### config.mk
export PLATFORM = sky130hd
export DESIGN_NAME = mphc_ctrl
export DESIGN_NICKNAME = d
export VERILOG_FILES = /design/src/mphc_pkg.sv /design/src/mphc_ctrl.sv
export SDC_FILE = /design/constraint.sdc
export NUM_CORES = 1
export LEC_CHECK = 0
export BUFFER_PORTS_ARGS = -buffer_cell sky130_fd_sc_hd__buf_2
export CAP_MARGIN = 20
export CORE_AREA = 10 10 92 94
export DETAILED_ROUTE_END_ITERATION = 10
export DIE_AREA = 0 0 102 104
export HOLD_SLACK_MARGIN = 0.06
export PLACE_DENSITY = 0.52
export SYNTH_ARGS = -nofsm -noshare
export SYNTH_HDL_FRONTEND = slang
export SYNTH_SLANG_ARGS = --single-unit
### constraint.sdc
create_clock -name i_clk -period 1.9 [get_ports i_clk]
set_clock_uncertainty 0.1 [all_clocks]
set_input_delay 0.19 -clock i_clk [delete_from_list [all_inputs] [get_ports i_clk]]
set_output_delay 0.19 -clock i_clk [all_outputs]
set_load 0.01 [all_outputs]
### src/mphc_pkg.sv
package mphc_pkg;

    // Number of heater channels and the width of a channel index.
    localparam int CH_N = 6;
    localparam int CH_W = 3;

    // Targets at or below this raw Q8.8 value (0.1 degrees) switch the outputs off.
    localparam logic signed [15:0] LOW_TARGET = 16'sd25;

    // Saturation bounds of the Q24.24 integral.
    localparam logic signed [47:0] ISAT_MAX = 48'sh7FFF_FFFF_FFFF;
    localparam logic signed [47:0] ISAT_MIN = 48'sh8000_0000_0000;

    // Configuration register indexes.
    localparam logic [2:0] CFG_MAX_PWM = 3'd0;
    localparam logic [2:0] CFG_MIN_PWM = 3'd1;
    localparam logic [2:0] CFG_SAFETY  = 3'd2;
    localparam logic [2:0] CFG_PERIOD  = 3'd3;
    localparam logic [2:0] CFG_MASK    = 3'd4;

    // Command opcodes.
    localparam logic [2:0] OP_SAMPLE = 3'd0;
    localparam logic [2:0] OP_TICK   = 3'd1;
    localparam logic [2:0] OP_TARGET = 3'd2;
    localparam logic [2:0] OP_ESTOP  = 3'd3;
    localparam logic [2:0] OP_GAINS  = 3'd4;

    // Status codes of result items.
    localparam logic [3:0] ST_PWM         = 4'd0;
    localparam logic [3:0] ST_DONE        = 4'd1;
    localparam logic [3:0] ST_INACTIVE    = 4'd2;
    localparam logic [3:0] ST_INVALID     = 4'd3;
    localparam logic [3:0] ST_OVERHEAT    = 4'd4;
    localparam logic [3:0] ST_ZERO_TARGET = 4'd5;
    localparam logic [3:0] ST_TARGET_IGN  = 4'd6;
    localparam logic [3:0] ST_STOP_ON     = 4'd7;
    localparam logic [3:0] ST_STOP_ALRDY  = 4'd8;
    localparam logic [3:0] ST_STILL_HOT   = 4'd9;
    localparam logic [3:0] ST_ALRDY_REL   = 4'd10;

    typedef struct packed {
        logic [2:0]         opcode;
        logic signed [3:0]  channel;
        logic signed [15:0] sample_value;
        logic [23:0]        kp_gain;
        logic [23:0]        ki_gain;
        logic               activate;
    } t_in_item;

    typedef struct packed {
        logic [3:0] status;
        logic [2:0] out_channel;
        logic [7:0] pwm;
        logic       emergency;
        logic       last;
    } t_out_item;

    // Datapath operations issued by the controller.
    typedef enum logic [3:0] {
        DP_NOP,
        DP_LOAD,
        DP_ERR,
        DP_WAIT,
        DP_CLAMP,
        DP_MUL1,
        DP_MUL2,
        DP_SUM1,
        DP_SUM2,
        DP_OUT
    } t_dp_op;

    typedef struct packed {
        t_dp_op          op;
        logic [CH_W-1:0] k;
        logic            wr_temp;
        logic            wr_target;
        logic            gain_one;
        logic            gain_all;
        logic            set_estop;
        logic            clr_estop;
        logic            set_safe;
        logic            clr_safe;
        logic            zero_pwm;
        logic            clr_integ;
    } t_dp_cmd;

    typedef struct packed {
        logic [2:0]        opcode;
        logic signed [3:0] channel;
        logic              activate;
        logic              val_hot;
        logic              val_low;
        logic              target_low;
        logic              rel_hot;
        logic              estop;
        logic              safe;
        logic [CH_N-1:0]   mask;
        logic              div_busy;
        logic [7:0]        pwm_sel;
    } t_dp_stat;

endpackage

### src/mphc_ctrl.sv
module mphc_ctrl import mphc_pkg::*; (
    input  logic      i_clk,
    input  logic      i_rst_n,
    input  logic      i_in_valid,
    output logic      o_in_stall,
    output logic      o_out_valid,
    input  logic      i_out_stall,
    output t_out_item o_out_item,
    input  t_dp_stat  i_stat,
    output t_dp_cmd   o_cmd
);

    typedef enum logic [3:0] {
        S_IDLE, S_DECODE, S_CHK, S_ERR, S_WAIT, S_CLAMP, S_MUL1, S_MUL2,
        S_SUM1, S_SUM2, S_OUT, S_EMIT, S_STAT
    } t_state;

    t_state          r_state, n_state;
    logic [CH_W-1:0] r_k, n_k;
    logic [3:0]      r_st, n_st;
    logic            r_ov;
    t_out_item       r_oitem;
    logic            out_free;
    logic            ch_ok, ch_act;
    t_dp_cmd         cmd;

    assign out_free = !r_ov || !i_out_stall;
    assign ch_ok    = !i_stat.channel[3] && (i_stat.channel[CH_W-1:0] < CH_W'(CH_N));
    assign ch_act   = ch_ok && i_stat.mask[i_stat.channel[CH_W-1:0]];

    always_comb begin
        cmd     = '0;
        cmd.op  = DP_NOP;
        cmd.k   = r_k;
        n_state = r_state;
        n_k     = r_k;
        n_st    = r_st;
        case (r_state)
            S_IDLE: begin
                if (i_in_valid) begin
                    cmd.op  = DP_LOAD;
                    n_state = S_DECODE;
                end
            end
            S_DECODE: begin
                n_st    = ST_DONE;
                n_state = S_STAT;
                n_k     = '0;
                case (i_stat.opcode)
                    OP_SAMPLE: begin
                        if (!ch_ok) begin
                            n_st = ST_INVALID;
                        end else if (!ch_act) begin
                            n_st = ST_INACTIVE;
                        end else begin
                            cmd.wr_temp = 1'b1;
                            if (i_stat.val_hot && i_stat.safe) begin
                                cmd.clr_safe  = 1'b1;
                                cmd.set_estop = 1'b1;
                                cmd.zero_pwm  = 1'b1;
                                cmd.clr_integ = 1'b1;
                                n_st          = ST_OVERHEAT;
                                n_state       = S_EMIT;
                            end
                        end
                    end
                    OP_TICK: begin
                        if (i_stat.estop || i_stat.target_low) begin
                            cmd.zero_pwm = 1'b1;
                            n_state      = S_EMIT;
                        end else begin
                            n_state = S_CHK;
                        end
                    end
                    OP_TARGET: begin
                        if (i_stat.estop) begin
                            n_st = ST_TARGET_IGN;
                        end else begin
                            cmd.wr_target = 1'b1;
                            if (i_stat.val_low) begin
                                cmd.zero_pwm = 1'b1;
                                n_st         = ST_ZERO_TARGET;
                                n_state      = S_EMIT;
                            end else begin
                                cmd.clr_integ = 1'b1;
                            end
                        end
                    end
                    OP_ESTOP: begin
                        if (i_stat.activate) begin
                            if (!i_stat.estop) begin
                                cmd.set_estop = 1'b1;
                                cmd.zero_pwm  = 1'b1;
                                cmd.clr_integ = 1'b1;
                                n_st          = ST_STOP_ON;
                                n_state       = S_EMIT;
                            end else begin
                                n_st = ST_STOP_ALRDY;
                            end
                        end else if (i_stat.estop) begin
                            cmd.clr_estop = 1'b1;
                            if (i_stat.rel_hot) begin
                                n_st = ST_STILL_HOT;
                            end else begin
                                cmd.set_safe = 1'b1;
                            end
                        end else begin
                            n_st = ST_ALRDY_REL;
                        end
                    end
                    OP_GAINS: begin
                        if (ch_ok) begin
                            if (ch_act) begin
                                cmd.gain_one = 1'b1;
                            end else begin
                                n_st = ST_INACTIVE;
                            end
                        end else if (i_stat.channel == -4'sd1) begin
                            cmd.gain_all = 1'b1;
                        end else begin
                            n_st = ST_INVALID;
                        end
                    end
                    default: n_st = ST_INVALID;
                endcase
            end
            S_CHK: begin
                if (i_stat.mask[r_k]) begin
                    n_state = S_ERR;
                end else if (r_k == CH_W'(CH_N - 1)) begin
                    n_k     = '0;
                    n_state = S_EMIT;
                end else begin
                    n_k = r_k + 1'b1;
                end
            end
            S_ERR: begin
                cmd.op  = DP_ERR;
                n_state = S_WAIT;
            end
            S_WAIT: begin
                cmd.op = DP_WAIT;
                if (!i_stat.div_busy) begin
                    n_state = S_CLAMP;
                end
            end
            S_CLAMP: begin
                cmd.op  = DP_CLAMP;
                n_state = S_MUL1;
            end
            S_MUL1: begin
                cmd.op  = DP_MUL1;
                n_state = S_MUL2;
            end
            S_MUL2: begin
                cmd.op  = DP_MUL2;
                n_state = S_SUM1;
            end
            S_SUM1: begin
                cmd.op  = DP_SUM1;
                n_state = S_SUM2;
            end
            S_SUM2: begin
                cmd.op  = DP_SUM2;
                n_state = S_OUT;
            end
            S_OUT: begin
                cmd.op = DP_OUT;
                if (r_k == CH_W'(CH_N - 1)) begin
                    n_k     = '0;
                    n_state = S_EMIT;
                end else begin
                    n_k     = r_k + 1'b1;
                    n_state = S_CHK;
                end
            end
            S_EMIT: begin
                if (out_free) begin
                    if (r_k == CH_W'(CH_N - 1)) begin
                        n_k     = '0;
                        n_state = S_STAT;
                    end else begin
                        n_k = r_k + 1'b1;
                    end
                end
            end
            S_STAT: begin
                if (out_free) begin
                    n_state = S_IDLE;
                end
            end
            default: n_state = S_IDLE;
        endcase
    end

    always_ff @(posedge i_clk) begin
        if (!i_rst_n) begin
            r_state <= S_IDLE;
            r_k     <= '0;
            r_st    <= ST_DONE;
            r_ov    <= 1'b0;
        end else begin
            r_state <= n_state;
            r_k     <= n_k;
            r_st    <= n_st;
            if (r_state == S_EMIT && out_free) begin
                r_ov                <= 1'b1;
                r_oitem.status      <= ST_PWM;
                r_oitem.out_channel <= r_k;
                r_oitem.pwm         <= i_stat.pwm_sel;
                r_oitem.emergency   <= i_stat.estop;
                r_oitem.last        <= 1'b0;
            end else if (r_state == S_STAT && out_free) begin
                r_ov                <= 1'b1;
                r_oitem.status      <= r_st;
                r_oitem.out_channel <= '0;
                r_oitem.pwm         <= '0;
                r_oitem.emergency   <= i_stat.estop;
                r_oitem.last        <= 1'b1;
            end else if (!i_out_stall) begin
                r_ov <= 1'b0;
            end
        end
    end

    assign o_cmd       = cmd;
    assign o_in_stall  = (r_state != S_IDLE);
    assign o_out_valid = r_ov;
    assign o_out_item  = r_oitem;

endmodule
# [Word level (Yosys, flattened, before mapping)]
# Cells that the tools add are included.
[op_classes] n_lt_le_gt_ge=3 n_reduce_logical=18 muxes=76 n_bitwise=0 div=0 n_shift=0 n_eq_ne=26 addsub=1 multipliers=0
[op_table] operator="2-to-1 mux 3 bit" n=18
[op_table] operator="2-to-1 mux 4 bit" n=13
[op_table] operator="one-hot mux 4 bit (13 select lines)" n=1
[op_table] operator="one-hot mux 4 bit (9 select lines)" n=1
[op_table] operator="2-to-1 mux 1 bit" n=22
[op_table] operator="equality test 4 bit (second input constant)" n=5
[op_table] operator="2-to-1 mux 2 bit" n=10
[op_table] operator="one-hot mux 4 bit (5 select lines)" n=1
[op_table] operator="2-to-1 mux 17 bit" n=1
[op_table] operator="equality test 4 x 3 -> 1 bit (second input constant)" n=4
[op_table] operator="one-hot mux 4 bit (4 select lines)" n=1
[op_table] operator="2-to-1 mux 13 bit" n=1
[op_table] operator="!= test 2 bit (second input constant)" n=6
[op_table] operator="one-hot mux 3 bit (4 select lines)" n=1
[op_table] operator="2-to-1 mux 10 bit" n=1
[op_table] operator="equality test 4 x 1 -> 1 bit (second input constant)" n=2
[op_table] operator="equality test 4 x 2 -> 1 bit (second input constant)" n=2
[op_table] operator="less-than comparator 3 x 4 -> 1 bit (second input constant)" n=2
[op_table] operator="nonzero test 4 bit" n=2
[op_table] operator="binary-select mux 1 bit (select 3 bit)" n=2
[op_table] operator="equality test 3 x 2 -> 1 bit (second input constant)" n=2
[op_table] operator="equality test 3 bit (second input constant)" n=2
[op_table] operator="AND reduction 6 bit" n=1
[op_table] operator="logical AND 1 bit" n=5
[op_table] operator="other kinds (15)" n=18
[totals] elab_cells=133 in_bits=33 mem_bits_rw=0 out_inout_bits=36 rom_bits=0 memories=0 regBits=29 latch_bits=0

# [Depth between registers and ports, before layout]
# Gate-level depths: netlist (run 1).
[logic_depth] word_depth=7 depth_mapped=7 mapped_depth_nobuf=7

# [Worst setup path before layout (run 1)]
# OpenSTA, ideal clock, no wires.
[synth_timing] path_type="register to register" start="register r_k[0]" end="register r_state[3]" t_arrival_ps=1741 n_path_buf=1 slack_ps=-58 setup_ps=117 stages_incl_launch_ff=7 t_required_ps=1683 cell_sequence="dfxtp_1 -> buf_6 -> mux4_2 -> a221oi_2 -> a2111oi_2 -> and3_4 -> a22o_1"
[synth_via] elab_chain_len=4 elab_cells_between_ends=9 cone_classes="eq/ne: 3; mux: 5; reduce/logical: 1"
[synth_rtl] element="start: declaration" line="mphc_ctrl.sv:19" rtl="logic [CH_W-1:0] r_k, n_k;"
[synth_rtl] element="start signal: assignment" line="mphc_ctrl.sv:204" rtl="r_k <= n_k;"
[synth_rtl] element="binary-select mux 1 bit (select 3 bit)" line="mphc_ctrl.sv:128" rtl="if (i_stat.mask[r_k]) begin"
[synth_rtl] element="2-to-1 mux 1 bit (not written as such)" line="mphc_ctrl.sv:128"
[synth_rtl] element="2-to-1 mux 4 bit / != test 3 bit (equally long branches)"
[synth_rtl] element="one-hot mux 4 bit (13 select lines) / AND reduction 6 bit (equally long branches)"
[synth_rtl] element="end signal: assignment" line="mphc_ctrl.sv:203" rtl="r_state <= n_state;"
[synth_rtl] element="end: declaration" line="mphc_ctrl.sv:18" rtl="t_state r_state, n_state;"
# Parallel ways exist; a longest one is shown, timed or not. The select of a mux whose other input is x is not followed.
# A chain may end at the register's enable or synchronous reset.

==> flow_summary.yaml, run 1 <==
outcome:
  run_status: "finished with violations"
  violated_checks: "setup timing"
finish:
  finalNetCount: 348
  fraction_of_final_layout_cells_sized_beyond_drive_strength_1_pct: 47.9
  finalNonFillerCells: 393
  finish.utilization_pct: 42.5
  syn_to_final_growth_pct: 44.5
  fillers: 692
  insertedDiodeCount: 0
logic_synthesis:
  synth_warnings: 0
  synth.ff_latch_count: 29
  synthesis.area_mm2: 0.00196
  synthesis.nets: 254
  syn_inst: 218
  post_synth_main_area_contributors: "edfxtp_1 26%, dfxtp_1 12%, nand2_1 4.8%"
  yosys.cell_count.top_type: "nand2_1"
  synthDominantAreaCellType: "edfxtp_1"
  netlist.area_leader.share_pct: 26.0
  post_synthesis_area_per_instance_um2: 9.01
  dominantRegCellSynth: "edfxtp_1"
  async_flop_share_pct: 0
  synth_enable_flop_cells: 17
  post_synth_most_frequent_cells: "25 x nand2_1, 20 x nor2_1, 17 x edfxtp_1, 12 x and2_1, 12 x dfxtp_1"
  synth.yosys.seq_area_share_pct: 38.2
  yosys.cell_types.count: 66
clock_tree:
  tritoncts_buffer_count: 5
  root_buffer: "clkbuf_8"
  cts_num_sinks: 29
  cts_stage_hold_buffer_count: 0
  clockBufferDepth: 2
  clk_pin_slew_worst_paths_ns: 0.06
  clock_tree_from_tritoncts: "yes"
  clock_insertion_delay_worst_skew_ns: 0.28
  clock_tree.htree_level_count: 2
critical_path:
  timing.critical_path.required_ns: 1.61
  crit_path_cell_trace: "or4b_4 > nor2_4 > nand2_2 > nor2_2 > buf_2"
  cpLargestDelayFamily: "simple AND/OR/NAND/NOR gates"
  cp_slowest_cell: "or4b_4"
  startpoint_type: "register"
  timing.critical_path.to_type: "primary output"
  critical_path.n_buffers_inverters: 1
  critical-path-max-stage-delay_ns: 0.54
  worstPathMaxFanout: 5
  critical_setup_path_kind: "reg2out"
  crit_arrival_ns: 1.65
power:
  power_per_standard_cell_area_mw_per_mm2: 949
  total_power_mw: 2.69
  power.leakage_nw: 1.21
  vdd_ir_drop_max_v: 0.000636
route:
  vias: 1972
  dr.pass1.iters: 4
  initialDrtViolationCount: 71
  vias_per_cell: 5.02
  drt_drc_violations_left: 0
  avgRoutedWirePerCell_um: 15.3
  postRouteWirelength_um: 6010
  postRouteAntennaNets: 0
sta:
  setup-violations-final: 10
  headroom_to_the_max_slew_limit_pct: 70.7
  fmaxAchievable_mhz: 515
  timing_worst_slew_pin_value_ns: 0.438
  setup_ws_ns: -0.0400
  time_the_worst_path_needs_with_i_o_delays_and_setup_ns: 1.94
  finalCritPeriodShare_pct: 102
  whs_ns: 0.0854
  hold_viol_final: 0
  finalMaxSlewViolations: 0
  rsz_0062_raised_after_global_routing: "true"
floorplan:
  die_h_um: 104
  design.core.area_mm2: 0.00668
  rows: 30
  start_util_pct: 29.4
  floorplan.io_pins: 69
  die_area_mm2: 0.0106
  die_x_um: 102
place:
  place_inst: 375
  globalplace.congestion: 0.838
  portBuffers: 68
  detailed_placer_s_ending_hpwl_um: 4700
global_routing:
  groute.usage.overall_pct: 11.2
  wire_length_of_the_first_global_routing_pass_um: 9660
  number_of_global_route_vias_before_repair: 1998
  grt_antenna_before_repair: 0
  grt_max_degree: 18
  grt_remaining_overflow: 0
job:
  max_cap_viol_count: 0
hold_path:
  holdCritPathClass: "in2reg"
## registers in the layout, summed over array words and instances (netlist names)
signal,count
r_st,4
r_state,4
r_k,3
o_out_item,17
o_out_valid,1
## placed cells by master, fill, tap and decap left out, drive strengths merged, types with 3 or more instances in the layout
master and n:
buf 100, nand2 25, nor2 21, edfxtp 17
and2 12, dfxtp 12, o21ai 11, nor2b 10
inv 9, a21oi 8, clkbuf 7, nand2b 6
mux2i 5, a22o 4, nand3 4, or2 4
o21a 3, a32oi 3, ha 3, or4b 3
and3 3, a31oi 3
## area by class of cell
cell class / instances / area, um2 / area share, %
multi-input cells: 167 / 1240 / 43.8
clock inverters: 1 / 3.75 / 0.132
well taps: 80 / 100 / 3.53
flip-flops and latches: 29 / 759 / 26.8
clock buffers: 7 / 76.3 / 2.69
inverters: 9 / 33.8 / 1.19
repair buffers: 100 / 621 / 21.9
## routing by layer
layer  GRT usage, %  up-vias  routed length (um)
li1               -      979                   -
met1           13.9      896                2690
met2           16.5       88                2610
met3           4.05        9                 589
met4           5.44        0                 126
met5              0        -                   0
## power breakdown
part           switching [mW]  internal, mW
combinational           0.686         0.718
clock                   0.221         0.254
sequential             0.0638         0.750
total                   0.971          1.72
## per-stage QoR
step / area (um2) / setup WS, ns / setup TNS [ns]
detailed placement: 2520 / -0.0749 / -0.420
global route: 2840 / -0.122 / -2.15
CTS: 2700 / -0.0680 / -0.510
global placement: 2520 / -0.0121 / -0.0121
floorplan: 1970 / -0.0112 / -0.0172
finish: 2840 / -0.0400 / -0.223
## cells by family after synthesis
| group | count (synthesis) | share of synthesized area [%] |
|---|---|---|
| multiplexers | 8 | 4.84 |
| adder cells (fa/ha/maj) | 3 | 1.91 |
| buffers and inverters | 22 | 4.78 |
| flip-flops | 29 | 38.2 |
| XOR/XNOR | 1 | 0.446 |
| AND/OR/NAND/NOR | 100 | 28.5 |
| AO/OA/AOI/OAI | 55 | 21.3 |
## repair_timing
action                                  4_1_cts  5_1_grt
setup buffers                                 6        4
pin swaps                                     7       16
endpoints found under the setup margin       32       36
resized for setup                            17       20
## final timing paths
path / from / end / slack (ns) / depth (start not counted)
worst min-delay path: i_stat[4] / o_out_item[6] / 0.09 / 2
worst min register to register: r_st[0] / r_st[0] / 0.42 / 2
worst max register to register: r_state[2] / r_k[0] / -0.04 / 6
worst max-delay path: r_state[2] / o_cmd[2] / -0.04 / 5
Note: power is estimated with default switching activity, not from simulation.
==> inputs of run 2 (changes only) <==
--- a/config.mk
+++ b/config.mk
@@ -7,11 +7,13 @@
 export LEC_CHECK = 0
 export BUFFER_PORTS_ARGS = -buffer_cell sky130_fd_sc_hd__buf_2
 export CAP_MARGIN = 20
+export CELL_PAD_IN_SITES_DETAIL_PLACEMENT = 1
+export CELL_PAD_IN_SITES_GLOBAL_PLACEMENT = 1
 export CORE_AREA = 10 10 92 94
 export DETAILED_ROUTE_END_ITERATION = 10
 export DIE_AREA = 0 0 102 104
 export HOLD_SLACK_MARGIN = 0.06
-export PLACE_DENSITY = 0.52
+export PLACE_DENSITY_LB_ADDON = 0.1
 export SYNTH_ARGS = -nofsm -noshare
 export SYNTH_HDL_FRONTEND = slang
 export SYNTH_SLANG_ARGS = --single-unit
==> flow_summary.yaml, run 2 (synthesis gave the netlist of run 1 again) <==
outcome:
  run_status: "finished with violations"
  violated_checks: "setup timing"
sta:
  hold_viol_final: 0
  finalMaxSlewViolations: 0
  setup_total_negative_slack_ns: -0.0916
  setup_ws_ns: -0.0367
  headroom_to_the_max_slew_limit_pct: 72.9
  timing_worst_slew_pin_value_ns: 0.406
  rsz_0062_raised_after_global_routing: "true"
  finalCritPeriodShare_pct: 102
  fmaxAchievable_mhz: 516
  time_the_worst_path_needs_with_i_o_delays_and_setup_ns: 1.94
  setup-violations-final: 6
clock_tree:
  tritoncts_buffer_count: 5
  root_buffer: "clkbuf_8"
  clock_tree_from_tritoncts: "yes"
  cts_stage_hold_buffer_count: 0
  clock_insertion_delay_worst_skew_ns: 0.28
  clock_tree.htree_level_count: 2
  cts_num_sinks: 29
  clockBufferDepth: 2
  clk_pin_slew_worst_paths_ns: 0.06
route:
  vias_per_cell: 4.97
  detail_route.wirelength.met1_um: 3130
  wl_met2_um: 2680
  sum_of_met3_wire_segment_lengths_after_detailed_routing_um: 514
  avgRoutedWirePerCell_um: 16.3
  postRouteAntennaNets: 0
  postRouteWirelength_um: 6420
  top_layer: "met4"
  vias: 1954
  drt_drc_violations_left: 0
  initialDrtViolationCount: 92
  dr.pass1.iters: 4
critical_path:
  rr_startpoint: "r_state[2]"
  worstPathMaxFanout: 4
  critical_setup_path_kind: "in2out"
  timing.critical_path.to_type: "primary output"
  crit_path_start: "i_stat[22]"
  startpoint_type: "primary input"
  crit_arrival_ns: 1.65
  timing.critical_path.required_ns: 1.61
global_routing:
  groute.usage.overall_pct: 11.7
  grt_max_degree: 18
  number_of_global_route_vias_before_repair: 2060
  grt_remaining_overflow: 0
  wire_length_of_the_first_global_routing_pass_um: 10200
  grt_antenna_before_repair: 0
power:
  total_power_mw: 2.73
  power.leakage_nw: 1.21
  power_per_standard_cell_area_mw_per_mm2: 956
  vdd_ir_drop_max_v: 0.000409
hold_path:
  holdCritPathClass: "in2reg"
  worstHoldStart: "i_stat[2]"
floorplan:
  die_x_um: 102
  floorplan.io_pins: 69
  design.core.area_mm2: 0.00668
  die_h_um: 104
  die_area_mm2: 0.0106
  start_util_pct: 29.4
  rows: 30
finish:
  most_common_library_cell_in_the_layout_ignoring_fill_and_taps: "buf_2"
  final_cell_mix: "66 x buf_2, 28 x buf_4, 23 x nand2_1"
  fraction_of_final_layout_cells_sized_beyond_drive_strength_1_pct: 48.6
  syn_to_final_growth_pct: 45.5
  finalNetCount: 348
  largest_reg_flops: 17
  final_design_area_no_fill_mm2: 0.00286
  insertedDiodeCount: 0
place:
  dpl-instance-area_mm2: 0.00254
  setup_slack_placement_ns: -0.0773
  globalplace.congestion: 0.803
  portBuffers: 68
  detailed_placer_s_ending_hpwl_um: 5050
job:
  max_cap_viol_count: 0
==> run 2: worst max-delay path: stages <==
cell and delay, ns:
buf_4 0.13, mux2i_1 0.11, or3_4 0.34, a211o_1 0.31, or2_4 0.27, a31oi_4 0.16
buf_6 0.12
==> run 2: final cells by class <==
class                           instances  area (um2)
Sequential cell                        29         764
Clock buffer                            5        68.8
Fill cell                             811        3820
Timing Repair Buffer                  100         621
Tap cell                               80         100
Multi-Input combinational cell        167        1260
Clock inverter                          3        12.5
Inverter                                9        33.8
==> run 2: report_power, final <==
group | switching (mW) | internal (mW)
logic | 0.711 | 0.738
registers | 0.0598 | 0.753
clock network | 0.226 | 0.246
==> run 2: stage by stage <==
stage               hold WS, ns  util (%)  std cells
finish                   0.0913      42.8        393
detailed placement        0.372      38.0        377
floorplan                 0.189         -        218
CTS                      0.0804      41.0        392
global route             0.0873      42.8        393
global placement          0.370      38.0        377
==> run 2: path summary, 6_finish.rpt <==
check | end | slack, ns | cells after the start
min | o_out_item[4] | 0.09 | 2
max | o_cmd[0] | -0.04 | 7
max reg2reg | r_state[3] | -0.01 | 7
min reg2reg | r_st[3] | 0.42 | 2
==> run 2: timing repair <==
action                                  in CTS  in global routing
endpoints found under the setup margin      34                 37
pin swaps                                    6                 12
gates resized for setup                     20                 23
hold endpoints to repair                     0                  0
buffers inserted                             7                  1
==> run 2: metal layers <==
metal	GRT usage, %	up-vias
met3	3.39	8
met5	0	-
li1	-	978
met4	3.93	0
met2	16.9	63
met1	16.1	905
